## src/design/assert_macros.svh

```systemverilog
// Assertion helpers for the design files; the encoder unit includes them.
// Each macro expands to one labeled concurrent assertion that reports by $error.
`ifndef ASSERT_MACROS_SVH
`define ASSERT_MACROS_SVH

// Same-cycle implication, disabled while reset is high.
`define MHL_ASSERT_IMP(lbl, clk, rst, ante, cons, msg) \
   lbl: assert property (@(posedge clk) disable iff (rst) (ante) |-> (cons)) \
      else $error(msg);

// Next-cycle implication, disabled while reset is high.
`define MHL_ASSERT_NEXT(lbl, clk, rst, ante, cons, msg) \
   lbl: assert property (@(posedge clk) disable iff (rst) (ante) |=> (cons)) \
      else $error(msg);

`endif

```

## src/design/mhl_pkg.sv

```systemverilog
// ----------------------------------------------------------------------------
// Maidenhead locator encoder package
// Widths, grid limits, per-level divisor/reciprocal tables and the item type.
// ----------------------------------------------------------------------------
package mhl_pkg;

   localparam int LOCATOR_PAIRS = 5;
   localparam int LEVELS        = 5;

   localparam int COORD_W     = 32;
   localparam int REM_W       = 28;  // largest divisor is 2e8 < 2^28
   localparam int VAL_W       = 37;  // remainder times scale
   localparam int QUOT_W      = 5;   // digit never exceeds 23
   localparam int RECIP_W     = 14;
   localparam int SCALE_W     = 5;
   localparam int CHAR_W      = 7;
   localparam int RECIP_SHIFT = 32;
   localparam int PROD_W      = COORD_W + RECIP_W;

   localparam logic signed [COORD_W-1:0] LAT_MIN = -32'sd900000000;
   localparam logic signed [COORD_W-1:0] LAT_MAX = 32'sd899999999;
   localparam logic signed [COORD_W-1:0] LON_MIN = -32'sd1800000000;
   localparam logic signed [COORD_W-1:0] LON_MAX = 32'sd1799999999;

   localparam logic [COORD_W-1:0] LAT_OFFSET = 32'd900000000;
   localparam logic [COORD_W-1:0] LON_OFFSET = 32'd1800000000;

   localparam logic [CHAR_W-1:0] CHAR_UPPER_A = 7'h41;
   localparam logic [CHAR_W-1:0] CHAR_UPPER_R = 7'h52;
   localparam logic [CHAR_W-1:0] CHAR_DIGIT_0 = 7'h30;
   localparam logic [CHAR_W-1:0] CHAR_DIGIT_9 = 7'h39;
   localparam logic [CHAR_W-1:0] CHAR_LOWER_A = 7'h61;

   typedef enum logic [2:0] {
      LEVEL_FIELD       = 3'd0,
      LEVEL_SQUARE      = 3'd1,
      LEVEL_SUBSQUARE   = 3'd2,
      LEVEL_EXTENDED    = 3'd3,
      LEVEL_SUBEXTENDED = 3'd4
   } level_type;

   localparam logic [REM_W-1:0] LON_DIV [LEVELS] = '{
      28'd200000000, 28'd20000000, 28'd10000000, 28'd10000000, 28'd10000000};
   localparam logic [REM_W-1:0] LAT_DIV [LEVELS] = '{
      28'd100000000, 28'd10000000, 28'd10000000, 28'd10000000, 28'd10000000};

   localparam logic [SCALE_W-1:0] LON_SCALE [LEVELS] = '{5'd1, 5'd1, 5'd12, 5'd10, 5'd24};
   localparam logic [SCALE_W-1:0] LAT_SCALE [LEVELS] = '{5'd1, 5'd1, 5'd24, 5'd10, 5'd24};

   // floor(scale * 2^32 / divisor): estimate is never high and at most one low
   localparam logic [RECIP_W-1:0] LON_RECIP [LEVELS] = '{
      14'((64'd1  << 32) / 64'd200000000),
      14'((64'd1  << 32) / 64'd20000000),
      14'((64'd12 << 32) / 64'd10000000),
      14'((64'd10 << 32) / 64'd10000000),
      14'((64'd24 << 32) / 64'd10000000)};
   localparam logic [RECIP_W-1:0] LAT_RECIP [LEVELS] = '{
      14'((64'd1  << 32) / 64'd100000000),
      14'((64'd1  << 32) / 64'd10000000),
      14'((64'd24 << 32) / 64'd10000000),
      14'((64'd10 << 32) / 64'd10000000),
      14'((64'd24 << 32) / 64'd10000000)};

   localparam logic [CHAR_W-1:0] CHAR_BASE [LEVELS] = '{
      CHAR_UPPER_A, CHAR_DIGIT_0, CHAR_LOWER_A, CHAR_DIGIT_0, CHAR_LOWER_A};

   typedef struct packed {
      logic                           valid;
      logic                           located;
      logic [COORD_W-1:0]             lon_rem;
      logic [COORD_W-1:0]             lat_rem;
      logic [LEVELS-1:0][CHAR_W-1:0]  lon_char;
      logic [LEVELS-1:0][CHAR_W-1:0]  lat_char;
   } item_type;

endpackage

```

## src/design/mhl_req_if.sv

```systemverilog
// ----------------------------------------------------------------------------
// Request channel
// Coordinate pair with presence flags, valid/ready handshake.
// ----------------------------------------------------------------------------
interface mhl_req_if;
   logic        valid;
   logic        ready;
   logic [31:0] latitude_e7;
   logic [31:0] longitude_e7;
   logic        latitude_present;
   logic        longitude_present;

   modport source (output valid, output latitude_e7, output longitude_e7,
                   output latitude_present, output longitude_present, input ready);
   modport sink   (input valid, input latitude_e7, input longitude_e7,
                   input latitude_present, input longitude_present, output ready);
endinterface

```

## src/design/mhl_rsp_if.sv

```systemverilog
// ----------------------------------------------------------------------------
// Response channel
// Ten locator characters plus a valid flag, valid/ready handshake.
// ----------------------------------------------------------------------------
interface mhl_rsp_if;
   logic       valid;
   logic       ready;
   logic       locator_valid;
   logic [6:0] field_lon_char;
   logic [6:0] field_lat_char;
   logic [5:0] square_lon_char;
   logic [5:0] square_lat_char;
   logic [6:0] subsquare_lon_char;
   logic [6:0] subsquare_lat_char;
   logic [5:0] extended_lon_char;
   logic [5:0] extended_lat_char;
   logic [6:0] subextended_lon_char;
   logic [6:0] subextended_lat_char;

   modport source (output valid, output locator_valid,
                   output field_lon_char, output field_lat_char,
                   output square_lon_char, output square_lat_char,
                   output subsquare_lon_char, output subsquare_lat_char,
                   output extended_lon_char, output extended_lat_char,
                   output subextended_lon_char, output subextended_lat_char,
                   input ready);
   modport sink   (input valid, input locator_valid,
                   input field_lon_char, input field_lat_char,
                   input square_lon_char, input square_lat_char,
                   input subsquare_lon_char, input subsquare_lat_char,
                   input extended_lon_char, input extended_lat_char,
                   input subextended_lon_char, input subextended_lat_char,
                   output ready);
endinterface

```

## src/design/maidenhead_locator_encoder_unit.sv

```systemverilog
// ----------------------------------------------------------------------------
// Maidenhead locator encoder unit
// Coordinate pair in, ten-character grid locator out, fully pipelined.
// ----------------------------------------------------------------------------
//  Channel   Dir   Modport  Carries
//  req_port  in    sink     latitude_e7, longitude_e7, presence flags
//  rsp_port  out   source   locator_valid and ten ASCII locator characters
//
// One transaction enters per cycle while rsp_port is not stalled. There is one clamp stage,
// then two register stages per character pair (reciprocal estimate, then
// remainder and one-step correction), five pairs deep.
// Reset clears only the valid bits of every stage; payload is left as is.
// A stall on rsp_port freezes the whole pipeline in place; req_port.ready
// drops only while the output holds a transaction that is not taken.
`include "assert_macros.svh"

module maidenhead_locator_encoder_unit
   import mhl_pkg::*;
(
   input  logic   clock,
   input  logic   reset,
   mhl_req_if.sink   req_port,
   mhl_rsp_if.source rsp_port
);

   item_type chain [LEVELS+1];
   item_type out_item;
   logic     advance;

   // qualifiers for the output checks
   logic     out_blank;
   logic     out_shown;
   logic     blank_ok;
   logic     lon_field_ok;
   logic     lat_field_ok;
   logic     square_ok;

   // advance everything whenever the output slot is empty or being drained
   assign advance       = !out_item.valid || rsp_port.ready;
   assign req_port.ready = advance;

   mhl_front u_front (
      .clock             (clock),
      .reset             (reset),
      .advance           (advance),
      .in_valid          (req_port.valid),
      .latitude_e7       (req_port.latitude_e7),
      .longitude_e7      (req_port.longitude_e7),
      .latitude_present  (req_port.latitude_present),
      .longitude_present (req_port.longitude_present),
      .out_item          (chain[0])
   );

   // one level per character pair, field first
   for (genvar i = 0; i < LEVELS; i++) begin : g_level
      mhl_level u_level (
         .clock    (clock),
         .reset    (reset),
         .advance  (advance),
         .level    (level_type'(i)),
         .in_item  (chain[i]),
         .out_item (chain[i+1])
      );
   end

   assign out_item = chain[LEVELS];

   // drive the response straight from the last level register
   assign rsp_port.valid                = out_item.valid;
   assign rsp_port.locator_valid        = out_item.located;
   assign rsp_port.field_lon_char       = out_item.lon_char[LEVEL_FIELD];
   assign rsp_port.field_lat_char       = out_item.lat_char[LEVEL_FIELD];
   assign rsp_port.square_lon_char      = out_item.lon_char[LEVEL_SQUARE][5:0];
   assign rsp_port.square_lat_char      = out_item.lat_char[LEVEL_SQUARE][5:0];
   assign rsp_port.subsquare_lon_char   = out_item.lon_char[LEVEL_SUBSQUARE];
   assign rsp_port.subsquare_lat_char   = out_item.lat_char[LEVEL_SUBSQUARE];
   assign rsp_port.extended_lon_char    = out_item.lon_char[LEVEL_EXTENDED][5:0];
   assign rsp_port.extended_lat_char    = out_item.lat_char[LEVEL_EXTENDED][5:0];
   assign rsp_port.subextended_lon_char = out_item.lon_char[LEVEL_SUBEXTENDED];
   assign rsp_port.subextended_lat_char = out_item.lat_char[LEVEL_SUBEXTENDED];

   assign out_blank    = out_item.valid && !out_item.located;
   assign out_shown    = out_item.valid && out_item.located;
   assign blank_ok     = (out_item.lon_char == '0) && (out_item.lat_char == '0);
   assign lon_field_ok = (out_item.lon_char[LEVEL_FIELD] >= CHAR_UPPER_A) &&
                         (out_item.lon_char[LEVEL_FIELD] <= CHAR_UPPER_R);
   assign lat_field_ok = (out_item.lat_char[LEVEL_FIELD] >= CHAR_UPPER_A) &&
                         (out_item.lat_char[LEVEL_FIELD] <= CHAR_UPPER_R);
   assign square_ok    = (LOCATOR_PAIRS <= 1) ||
                         ((out_item.lon_char[LEVEL_SQUARE] >= CHAR_DIGIT_0) &&
                          (out_item.lon_char[LEVEL_SQUARE] <= CHAR_DIGIT_9) &&
                          (out_item.lat_char[LEVEL_SQUARE] >= CHAR_DIGIT_0) &&
                          (out_item.lat_char[LEVEL_SQUARE] <= CHAR_DIGIT_9));

   // a missing coordinate must leave every character blank
   `MHL_ASSERT_IMP(a_blank_when_absent, clock, reset, out_blank, blank_ok, "blank chars expected")

   // clamped longitude field stays within A..R
   `MHL_ASSERT_IMP(a_lon_field_range, clock, reset, out_shown, lon_field_ok, "bad lon field")

   // clamped latitude field stays within A..R
   `MHL_ASSERT_IMP(a_lat_field_range, clock, reset, out_shown, lat_field_ok, "bad lat field")

   // a wrong reciprocal correction shows up as a square digit past 9
   `MHL_ASSERT_IMP(a_square_digit_range, clock, reset, out_shown, square_ok, "bad square digit")

endmodule

```

## src/design/mhl_front.sv

```systemverilog
// ----------------------------------------------------------------------------
// Locator front stage
// Clamp both coordinates to the grid and shift them to unsigned offsets.
// ----------------------------------------------------------------------------
module mhl_front
   import mhl_pkg::*;
(
   input  logic               clock,
   input  logic               reset,
   input  logic               advance,
   input  logic               in_valid,
   input  logic [COORD_W-1:0] latitude_e7,
   input  logic [COORD_W-1:0] longitude_e7,
   input  logic               latitude_present,
   input  logic               longitude_present,
   output item_type           out_item
);

   logic signed [COORD_W-1:0] lat_s;
   logic signed [COORD_W-1:0] lon_s;
   logic signed [COORD_W-1:0] lat_c;
   logic signed [COORD_W-1:0] lon_c;
   item_type                  front_in;
   item_type                  front_ff;

   always_comb begin
      lat_s = $signed(latitude_e7);
      lon_s = $signed(longitude_e7);
      lat_c = (lat_s < LAT_MIN) ? LAT_MIN : ((lat_s > LAT_MAX) ? LAT_MAX : lat_s);
      lon_c = (lon_s < LON_MIN) ? LON_MIN : ((lon_s > LON_MAX) ? LON_MAX : lon_s);

      front_in          = '0;
      front_in.valid    = in_valid;
      front_in.located  = latitude_present & longitude_present;
      // wraps mod 2^32 into the nonnegative offset
      front_in.lat_rem  = $unsigned(lat_c) + LAT_OFFSET;
      front_in.lon_rem  = $unsigned(lon_c) + LON_OFFSET;
   end

   always_ff @(posedge clock) begin
      if (reset) begin
         front_ff.valid <= 1'b0;
      end else if (advance) begin
         front_ff <= front_in;
      end
   end

   assign out_item = front_ff;

endmodule

```

## src/design/mhl_level.sv

```systemverilog
// ----------------------------------------------------------------------------
// Locator character level
// One character pair: reciprocal estimate, then remainder and correction.
// ----------------------------------------------------------------------------
module mhl_level
   import mhl_pkg::*;
(
   input  logic      clock,
   input  logic      reset,
   input  logic      advance,
   input  level_type level,
   input  item_type  in_item,
   output item_type  out_item
);

   typedef struct packed {
      item_type            item;
      logic [QUOT_W-1:0]   lon_q;
      logic [QUOT_W-1:0]   lat_q;
      logic [VAL_W-1:0]    lon_v;
      logic [VAL_W-1:0]    lat_v;
   } est_type;

   logic [PROD_W-1:0] lon_prod;
   logic [PROD_W-1:0] lat_prod;
   est_type           stage_a_in;
   est_type           stage_a_ff;

   logic [VAL_W-1:0]  lon_t;
   logic [VAL_W-1:0]  lat_t;
   logic [VAL_W-1:0]  lon_div;
   logic [VAL_W-1:0]  lat_div;
   logic              lon_fix;
   logic              lat_fix;
   logic [REM_W-1:0]  lon_rem;
   logic [REM_W-1:0]  lat_rem;
   logic [QUOT_W-1:0] lon_quot;
   logic [QUOT_W-1:0] lat_quot;
   logic              keep;
   item_type          stage_b_in;
   item_type          stage_b_ff;

   // estimate digit from the reciprocal, scale the remainder alongside
   always_comb begin
      lon_prod         = PROD_W'(in_item.lon_rem) * PROD_W'(LON_RECIP[level]);
      lat_prod         = PROD_W'(in_item.lat_rem) * PROD_W'(LAT_RECIP[level]);
      stage_a_in.item  = in_item;
      stage_a_in.lon_q = lon_prod[RECIP_SHIFT +: QUOT_W];
      stage_a_in.lat_q = lat_prod[RECIP_SHIFT +: QUOT_W];
      stage_a_in.lon_v = VAL_W'(in_item.lon_rem) * VAL_W'(LON_SCALE[level]);
      stage_a_in.lat_v = VAL_W'(in_item.lat_rem) * VAL_W'(LAT_SCALE[level]);
   end

   always_ff @(posedge clock) begin
      if (reset) begin
         stage_a_ff.item.valid <= 1'b0;
      end else if (advance) begin
         stage_a_ff <= stage_a_in;
      end
   end

   // remainder is in [0, 2*div): one conditional subtract settles the digit
   always_comb begin
      lon_div  = VAL_W'(LON_DIV[level]);
      lat_div  = VAL_W'(LAT_DIV[level]);
      lon_t    = stage_a_ff.lon_v - VAL_W'(stage_a_ff.lon_q) * lon_div;
      lat_t    = stage_a_ff.lat_v - VAL_W'(stage_a_ff.lat_q) * lat_div;
      lon_fix  = (lon_t >= lon_div);
      lat_fix  = (lat_t >= lat_div);
      lon_rem  = REM_W'(lon_fix ? (lon_t - lon_div) : lon_t);
      lat_rem  = REM_W'(lat_fix ? (lat_t - lat_div) : lat_t);
      lon_quot = stage_a_ff.lon_q + QUOT_W'(lon_fix);
      lat_quot = stage_a_ff.lat_q + QUOT_W'(lat_fix);
      keep     = stage_a_ff.item.located && (int'(level) < LOCATOR_PAIRS);

      stage_b_in         = stage_a_ff.item;
      stage_b_in.lon_rem = COORD_W'(lon_rem);
      stage_b_in.lat_rem = COORD_W'(lat_rem);
      stage_b_in.lon_char[level] = keep ? (CHAR_BASE[level] + CHAR_W'(lon_quot)) : '0;
      stage_b_in.lat_char[level] = keep ? (CHAR_BASE[level] + CHAR_W'(lat_quot)) : '0;
   end

   always_ff @(posedge clock) begin
      if (reset) begin
         stage_b_ff.valid <= 1'b0;
      end else if (advance) begin
         stage_b_ff <= stage_b_in;
      end
   end

   assign out_item = stage_b_ff;

endmodule
```

## src/flat_wrapper.sv

```systemverilog
// flat-port wrapper written by rule: the top's interface ports become plain ports
module maidenhead_locator_encoder_unit_flat import mhl_pkg::*;
  (clock, reset, req_port_valid, req_port_latitude_e7, req_port_longitude_e7, req_port_latitude_present, req_port_longitude_present, req_port_ready, rsp_port_valid, rsp_port_locator_valid, rsp_port_field_lon_char, rsp_port_field_lat_char, rsp_port_square_lon_char, rsp_port_square_lat_char, rsp_port_subsquare_lon_char, rsp_port_subsquare_lat_char, rsp_port_extended_lon_char, rsp_port_extended_lat_char, rsp_port_subextended_lon_char, rsp_port_subextended_lat_char, rsp_port_ready);
  mhl_req_if req_port_i ();
  mhl_rsp_if rsp_port_i ();
  input  logic clock;
  input  logic reset;
  input wire logic [$bits(req_port_i.valid)-1:0] req_port_valid;
  input wire logic [$bits(req_port_i.latitude_e7)-1:0] req_port_latitude_e7;
  input wire logic [$bits(req_port_i.longitude_e7)-1:0] req_port_longitude_e7;
  input wire logic [$bits(req_port_i.latitude_present)-1:0] req_port_latitude_present;
  input wire logic [$bits(req_port_i.longitude_present)-1:0] req_port_longitude_present;
  output wire logic [$bits(req_port_i.ready)-1:0] req_port_ready;
  output wire logic [$bits(rsp_port_i.valid)-1:0] rsp_port_valid;
  output wire logic [$bits(rsp_port_i.locator_valid)-1:0] rsp_port_locator_valid;
  output wire logic [$bits(rsp_port_i.field_lon_char)-1:0] rsp_port_field_lon_char;
  output wire logic [$bits(rsp_port_i.field_lat_char)-1:0] rsp_port_field_lat_char;
  output wire logic [$bits(rsp_port_i.square_lon_char)-1:0] rsp_port_square_lon_char;
  output wire logic [$bits(rsp_port_i.square_lat_char)-1:0] rsp_port_square_lat_char;
  output wire logic [$bits(rsp_port_i.subsquare_lon_char)-1:0] rsp_port_subsquare_lon_char;
  output wire logic [$bits(rsp_port_i.subsquare_lat_char)-1:0] rsp_port_subsquare_lat_char;
  output wire logic [$bits(rsp_port_i.extended_lon_char)-1:0] rsp_port_extended_lon_char;
  output wire logic [$bits(rsp_port_i.extended_lat_char)-1:0] rsp_port_extended_lat_char;
  output wire logic [$bits(rsp_port_i.subextended_lon_char)-1:0] rsp_port_subextended_lon_char;
  output wire logic [$bits(rsp_port_i.subextended_lat_char)-1:0] rsp_port_subextended_lat_char;
  input wire logic [$bits(rsp_port_i.ready)-1:0] rsp_port_ready;
  assign req_port_i.valid = req_port_valid;
  assign req_port_i.latitude_e7 = req_port_latitude_e7;
  assign req_port_i.longitude_e7 = req_port_longitude_e7;
  assign req_port_i.latitude_present = req_port_latitude_present;
  assign req_port_i.longitude_present = req_port_longitude_present;
  assign req_port_ready = req_port_i.ready;
  assign rsp_port_valid = rsp_port_i.valid;
  assign rsp_port_locator_valid = rsp_port_i.locator_valid;
  assign rsp_port_field_lon_char = rsp_port_i.field_lon_char;
  assign rsp_port_field_lat_char = rsp_port_i.field_lat_char;
  assign rsp_port_square_lon_char = rsp_port_i.square_lon_char;
  assign rsp_port_square_lat_char = rsp_port_i.square_lat_char;
  assign rsp_port_subsquare_lon_char = rsp_port_i.subsquare_lon_char;
  assign rsp_port_subsquare_lat_char = rsp_port_i.subsquare_lat_char;
  assign rsp_port_extended_lon_char = rsp_port_i.extended_lon_char;
  assign rsp_port_extended_lat_char = rsp_port_i.extended_lat_char;
  assign rsp_port_subextended_lon_char = rsp_port_i.subextended_lon_char;
  assign rsp_port_subextended_lat_char = rsp_port_i.subextended_lat_char;
  assign rsp_port_i.ready = rsp_port_ready;
  maidenhead_locator_encoder_unit u_core (.clock(clock), .reset(reset), .req_port(req_port_i), .rsp_port(rsp_port_i));
endmodule
```

## config.mk

```make
export PLATFORM = sky130hd
export DESIGN_NAME = maidenhead_locator_encoder_unit_flat
export DESIGN_NICKNAME = d
export VERILOG_FILES = /design/src/design/mhl_pkg.sv /design/src/design/mhl_req_if.sv /design/src/design/mhl_rsp_if.sv /design/src/design/maidenhead_locator_encoder_unit.sv /design/src/design/mhl_front.sv /design/src/design/mhl_level.sv /design/src/flat_wrapper.sv
export VERILOG_INCLUDE_DIRS = /design/src /design/src/design
export SDC_FILE = /design/constraint.sdc
export NUM_CORES = 2
export LEC_CHECK = 0
export ABC_CLOCK_PERIOD_IN_PS = 143900
export BUFFER_PORTS_ARGS = -buffer_cell sky130_fd_sc_hd__buf_2
export CAP_MARGIN = 20
export CORE_MARGIN = 10
export CORE_UTILIZATION = 65
export CTS_BUF_LIST = sky130_fd_sc_hd__clkbuf_16
export CTS_CLUSTER_DIAMETER = 150
export DETAILED_ROUTE_END_ITERATION = 10
export MAX_ROUTING_LAYER = met4
export PLACE_DENSITY = 0.78
export SYNTH_ARGS = -nofsm -noshare
export SYNTH_HDL_FRONTEND = slang
export SYNTH_SLANG_ARGS = --single-unit
```

## constraint.sdc

```tcl
create_clock -name clock -period 143.9 [get_ports clock]
set_input_delay 28.78 -clock clock [delete_from_list [all_inputs] [get_ports clock]]
set_output_delay 28.78 -clock clock [all_outputs]
set_load 0.01 [all_outputs]
```

* Yosys cells after proc, flatten, opt, wreduce, memory -nomap -nowiden *
Index checks and enable logic that the tools add are counted.
Widths: inputs -> output; s select.

word-level totals
  register bits after elaboration = 1019
  input bits = 70
  output and inout port bits = 69
  logic and storage cells = 199

cells by class
  $add $sub $neg = 40
  $lt $le $gt $ge = 14
  multipliers = 26
  multiplexer cells = 12
  bitwise operators = 2
  reductions and logical operators = 3

operators by type and width
  operator                number
  $ge 37x24->1 const B    7
  $mux 28                 8
  $sub 37x29->37          6
  $mul 5x17->22 const B   8
  $mux 32                 4
  $mul 28x2->30 const B   4
  $sub 28x24->28 const B  4
  $mul 28x14->37 const B  3
  $mul 28x12->36 const B  2
  $mul 28x3->31 const B   2
  $sub 28x28->28 const B  2
  $add 5x1->5             10
  $mul 5x19->24 const B   2
  $ge 37x25->1 const B    1
  $ge 37x27->1 const B    1
  $ge 37x28->1 const B    1
  $mul 28x13->37 const B  1
  $mul 28x9->37 const B   1
  $mul 32x5->37 const B   1
  $mul 32x5->36 const B   1
  $mul 28x7->35 const B   1
  $sub 32x33->34          1
  $sub 32x32->33          1
  $add 32x30->32 const B  1
  other kinds (17)        24

* Depth between registers and ports, before layout *
  word-level depth = 5
  depth in mapped cells = 36
  mapped depth without buffers = 35

* By module *
A second synthesis with hierarchy kept.

second synthesis, totals
  cell total of the unflattened synthesis = 23152
  area, all modules = 231021.6 µm²

modules (own cells, without submodules)
  module                                 area each (µm²)  instances  cells an instance  sequential area each (µm²)
  mhl_level (u_core.g_level[4].u_level)  45656.3          1          4581               8508.2
  mhl_level (u_core.g_level[3].u_level)  45509.9          1          4601               8508.2
  mhl_level (u_core.g_level[2].u_level)  45280.9          1          4591               8508.2
  mhl_level (u_core.g_level[1].u_level)  44909.3          1          4456               8508.2
  mhl_level (u_core.g_level[0].u_level)  44704.1          1          4375               8508.2
  mhl_front                              4947.2           1          545                1971.9
  maidenhead_locator_encoder_unit        13.8             1          3                  0.0

* Least setup slack after synthesis *
OpenSTA, ideal clock, no wires.

  path kind = in2reg
  from = input rsp_port_ready
  to = register u_core.g_level[0].u_level.stage_b_ff, in the netlist u_core.g_level[0].u_level.out_item[0] (enable)
  required time = 141.652 ns
  library setup time = 2.248 ns
  cell stages on the path = 3
  buffers on the path = 1
  arrival time = 67.313 ns
  path slack = 74.339 ns
  cells stage by stage = nor2b_1 clkbuf_1 nor2_1

between the ends
  word-level cells in the longest chain between the ends = 2

ends and longest elaborated chain
  what                               line                                   RTL
  start, declared                    flat_wrapper.sv:26                     input wire logic [$bits(rsp_port_i.ready)-1:0] rsp_port_ready;
  $logic_or 1x1->1                   maidenhead_locator_encoder_unit.sv:39  assign advance = !out_item.valid || rsp_port.ready;
  $reduce_and 2->1 (no source line)  --
  end signal, assigned               mhl_level.sv:87                        stage_b_ff <= stage_b_in;
  end, declared                      mhl_level.sv:41                        item_type stage_b_ff;

Every way passes these cells.
A chain may end at the register's enable or synchronous reset.

* Worst setup path after layout *
  from = input rsp_port_ready
  to = output req_port_ready

between the ends
  word-level cells in the longest chain between the ends = 1

ends and longest elaborated chain
  what              line                                   RTL
  $logic_or 1x1->1  maidenhead_locator_encoder_unit.sv:39
  end, declared     flat_wrapper.sv:13                     output wire logic [$bits(req_port_i.ready)-1:0] req_port_ready;

Every way passes these cells.

==> run_results.csv <==
group,metric,value,unit
routing,drc,0,
cells_and_area,stdcell_count,12000,
cells_and_area,drive_gt1_share,4.40,%
synthesis,ys_warn_count,0,
setup_path,critPathMaxFanout,13,
hold_path,holdPathStages,0,
clock_tree,cts_sinks,937,
synthesis,syn_area,99600,µm²
floorplanning,fp-row-count,143,
outcome,outcome,"complete, no violations",
sta,rsz0062_at_grt,"no",
global_route,antenna_found_initial,0,
routing,first_pass_iters,7,
place,io_buffers,138,
floorplanning,initial_utilization,65.5,%
clock_tree,cts_setup_buffers,0,
synthesis,mappedNetlistNets,12400,
setup_path,critPathBufInv,3,
routing,vias,69300,
synthesis,synthFlopType,"edfxtp_1",
sta,max_freq,0.0170,GHz
setup_path,crit_family,"buffers and inverters",
synthesis,yosysUniqueCellTypes,113,
setup_path,end_kind,"primary output",
clock_tree,cts.root.buffer_cell,"clkbuf_16",
sta,worstMarginPinSlew,1.04,ns
routing,wl_per_cell,16.8,µm
synthesis,synth-seq-area-share,28.1,%
clock_tree,numCtsBuffers,106,
sta,finClkSkew,0.0714,ns
routing,dr.first_iter.drc_count,3132,
synthesis,ys_ff_latch,937,
global_route,grt_max_degree,175,
global_route,grt_pass1_vias,73100,
clock_tree,path_clk_slew,0.06,ns
synthesis,synth_edf_count,926,
run,maxCapViolCount,0,
setup_path,slowest_stage,"nor2b_1",
cells_and_area,diodes,0,
setup_path,crit_top_cell,"buf_2",
place,dp_hpwl,163000,µm
hold_path,hp-class,"register to register",
setup_path,path_class,"input port to primary output",
sta,hold_viol,0,
cells_and_area,fin_nets,12500,
floorplanning,die_width,411,µm
cells_and_area,area_delta_synth_final,6.12,%
routing,wl,202000,µm
sta,setup_viol,0,
setup_path,crit_required,115.12,ns
place,place_inst,11800,
global_route,grtUsageTotal,24.7,%
setup_path,arrival,30.18,ns
sta,fin_crit_sh,41.0,%
synthesis,synthCells,9772,
sta,slew_violations,0,
setup_path,r2r_cells,31,
sta,maxSlewHeadroom,30.3,%
synthesis,synth.avg_cell_area,10.2,µm²
setup_path,crit_cells,4,
clock_tree,cts_resized,0,
clock_tree,clk_latency,0.78,ns
setup_path,startpoint_type,"input port",
floorplanning,io_pins,139,
synthesis,synthTopCellsByArea,"edfxtp_1, ha_1, fa_1",
floorplanning,die-area,169000,µm²
place,gp_congestion,0.909,
sta,min_period,58.96,ns
clock_tree,cts_buffer_depth,3,
routing,ant_nets,0,
floorplanning,core_area,152000,µm²
sta,tns,0,ns
setup_path,crit_chain,"buf_2, nor2b_1, inv_1, buf_2",
global_route,overflow,0,
synthesis,synth_top_area_share,27.9,%
clock_tree,cts_tree,"done",
global_route,grt_pass1_wl,343000,µm
synthesis,yosys.area.top_type,"edfxtp_1",
floorplanning,die_height,411,µm
routing,drt-vias-per-instance,5.78,
setup_path,slowest_delay,0.69,ns
clock_tree,hold_buffers,0,
clock_tree,htree_num_levels,3,
synthesis,async_reset_ff_share,0,%
## cells by family (layout without fill, tap and decap cells)
family	after synthesis	in the layout	share of synthesized area [%]
AOI/OAI and AO/OA	1791	1791	11.9
xor gates and xnor gates	699	699	6.15
adders and majority gates	2590	2590	37.1
buffers and inverters	1991	2180	7.80
DFF	937	937	28.1
muxes	25	25	0.264
other	1	1	0.00377
and+or+nand+nor	1738	1738	8.61
## state kept, by name, summed over array words and instances (netlist names)
name / count
u_core.u_front.out_item: 66
u_core.g_level.u_level.stage_a_ff: 468
u_core.g_level.u_level.out_item: 403
## synth_stat cells (66+ instances only)
| cell type | instances |
|---|---|
| inv_1 | 1823 |
| a31oi_1 | 82 |
| fa_1 | 607 |
| xor2_1 | 238 |
| a21o_1 | 229 |
| nand3_1 | 151 |
| ha_1 | 1983 |
| o21bai_1 | 87 |
| nand2_1 | 433 |
| o21a_1 | 101 |
| edfxtp_1 | 926 |
| nand2b_1 | 74 |
| a21oi_1 | 529 |
| nor3_1 | 142 |
| clkbuf_1 | 74 |
| nor2_1 | 440 |
| o21ai_0 | 273 |
| nor2b_1 | 84 |
| nand4_1 | 66 |
| xnor2_1 | 461 |
| buf_4 | 70 |
## placed cells by master (no fill, tap or decap), drive strengths merged, types with 66 or more instances in the layout
cell type / instances
ha: 1983
inv: 1851
edfxtp: 926
fa: 607
a21oi: 533
xnor2: 461
nor2: 440
nand2: 434
o21ai: 288
xor2: 238
a21o: 229
buf: 155
nand3: 151
nor3: 145
clkbuf: 106
o21a: 101
o21bai: 87
nor2b: 84
a31oi: 84
nand2b: 75
nand4: 66
## routing by layer
metal	share of wire, %	track usage (%)
met5	0	-
met4	4.0	9.60
met3	3.2	2.36
met2	52	45.1
met1	41	27.8
## through the flow
stage          hold WS, ns  util [%]  instance area [µm²]  setup slack, ns
4_1_cts              0.341      69.5               106000            84.93
2_1_floorplan        0.400         -                99600            74.34
5_1_grt              0.342      69.5               106000            84.76
3_3_place_gp         0.400      67.1               102000            85.00
6_report             0.354      69.5               106000            84.94
3_5_place_dp         0.405      67.1               102000            84.93
## cell type report
class,count,area [µm²]
inverters,1827,6860
fillers,11100,46400
clock buffers,106,2650
flip-flops and latches,937,28000
multi-input cells,6844,63800
clock inverters,92,961
repair buffers,155,841
well taps,2030,2540
## final timing paths
| check | start | to | slack, ns |
|---|---|---|---|
| setup reg to reg | u_core.g_level[2].u_level.stage_a_ff[77]$_DFFE_PP_ | u_core.g_level[2].u_level.out_item[19]$_SDFFCE_PN0P_ | 134.86 |
| hold / removal | u_core.g_level[1].u_level.stage_a_ff[88]$_DFFE_PP_ | u_core.g_level[1].u_level.out_item[4]$_DFFE_PP_ | 0.35 |
| setup / recovery | rsp_port_ready | req_port_ready | 84.94 |
| hold reg to reg | u_core.g_level[1].u_level.stage_a_ff[88]$_DFFE_PP_ | u_core.g_level[1].u_level.out_item[4]$_DFFE_PP_ | 0.35 |
Power is left out: the tool's default activity adds up to more than one toggle a clock period on the data nets, which glitch-free logic cannot reach.
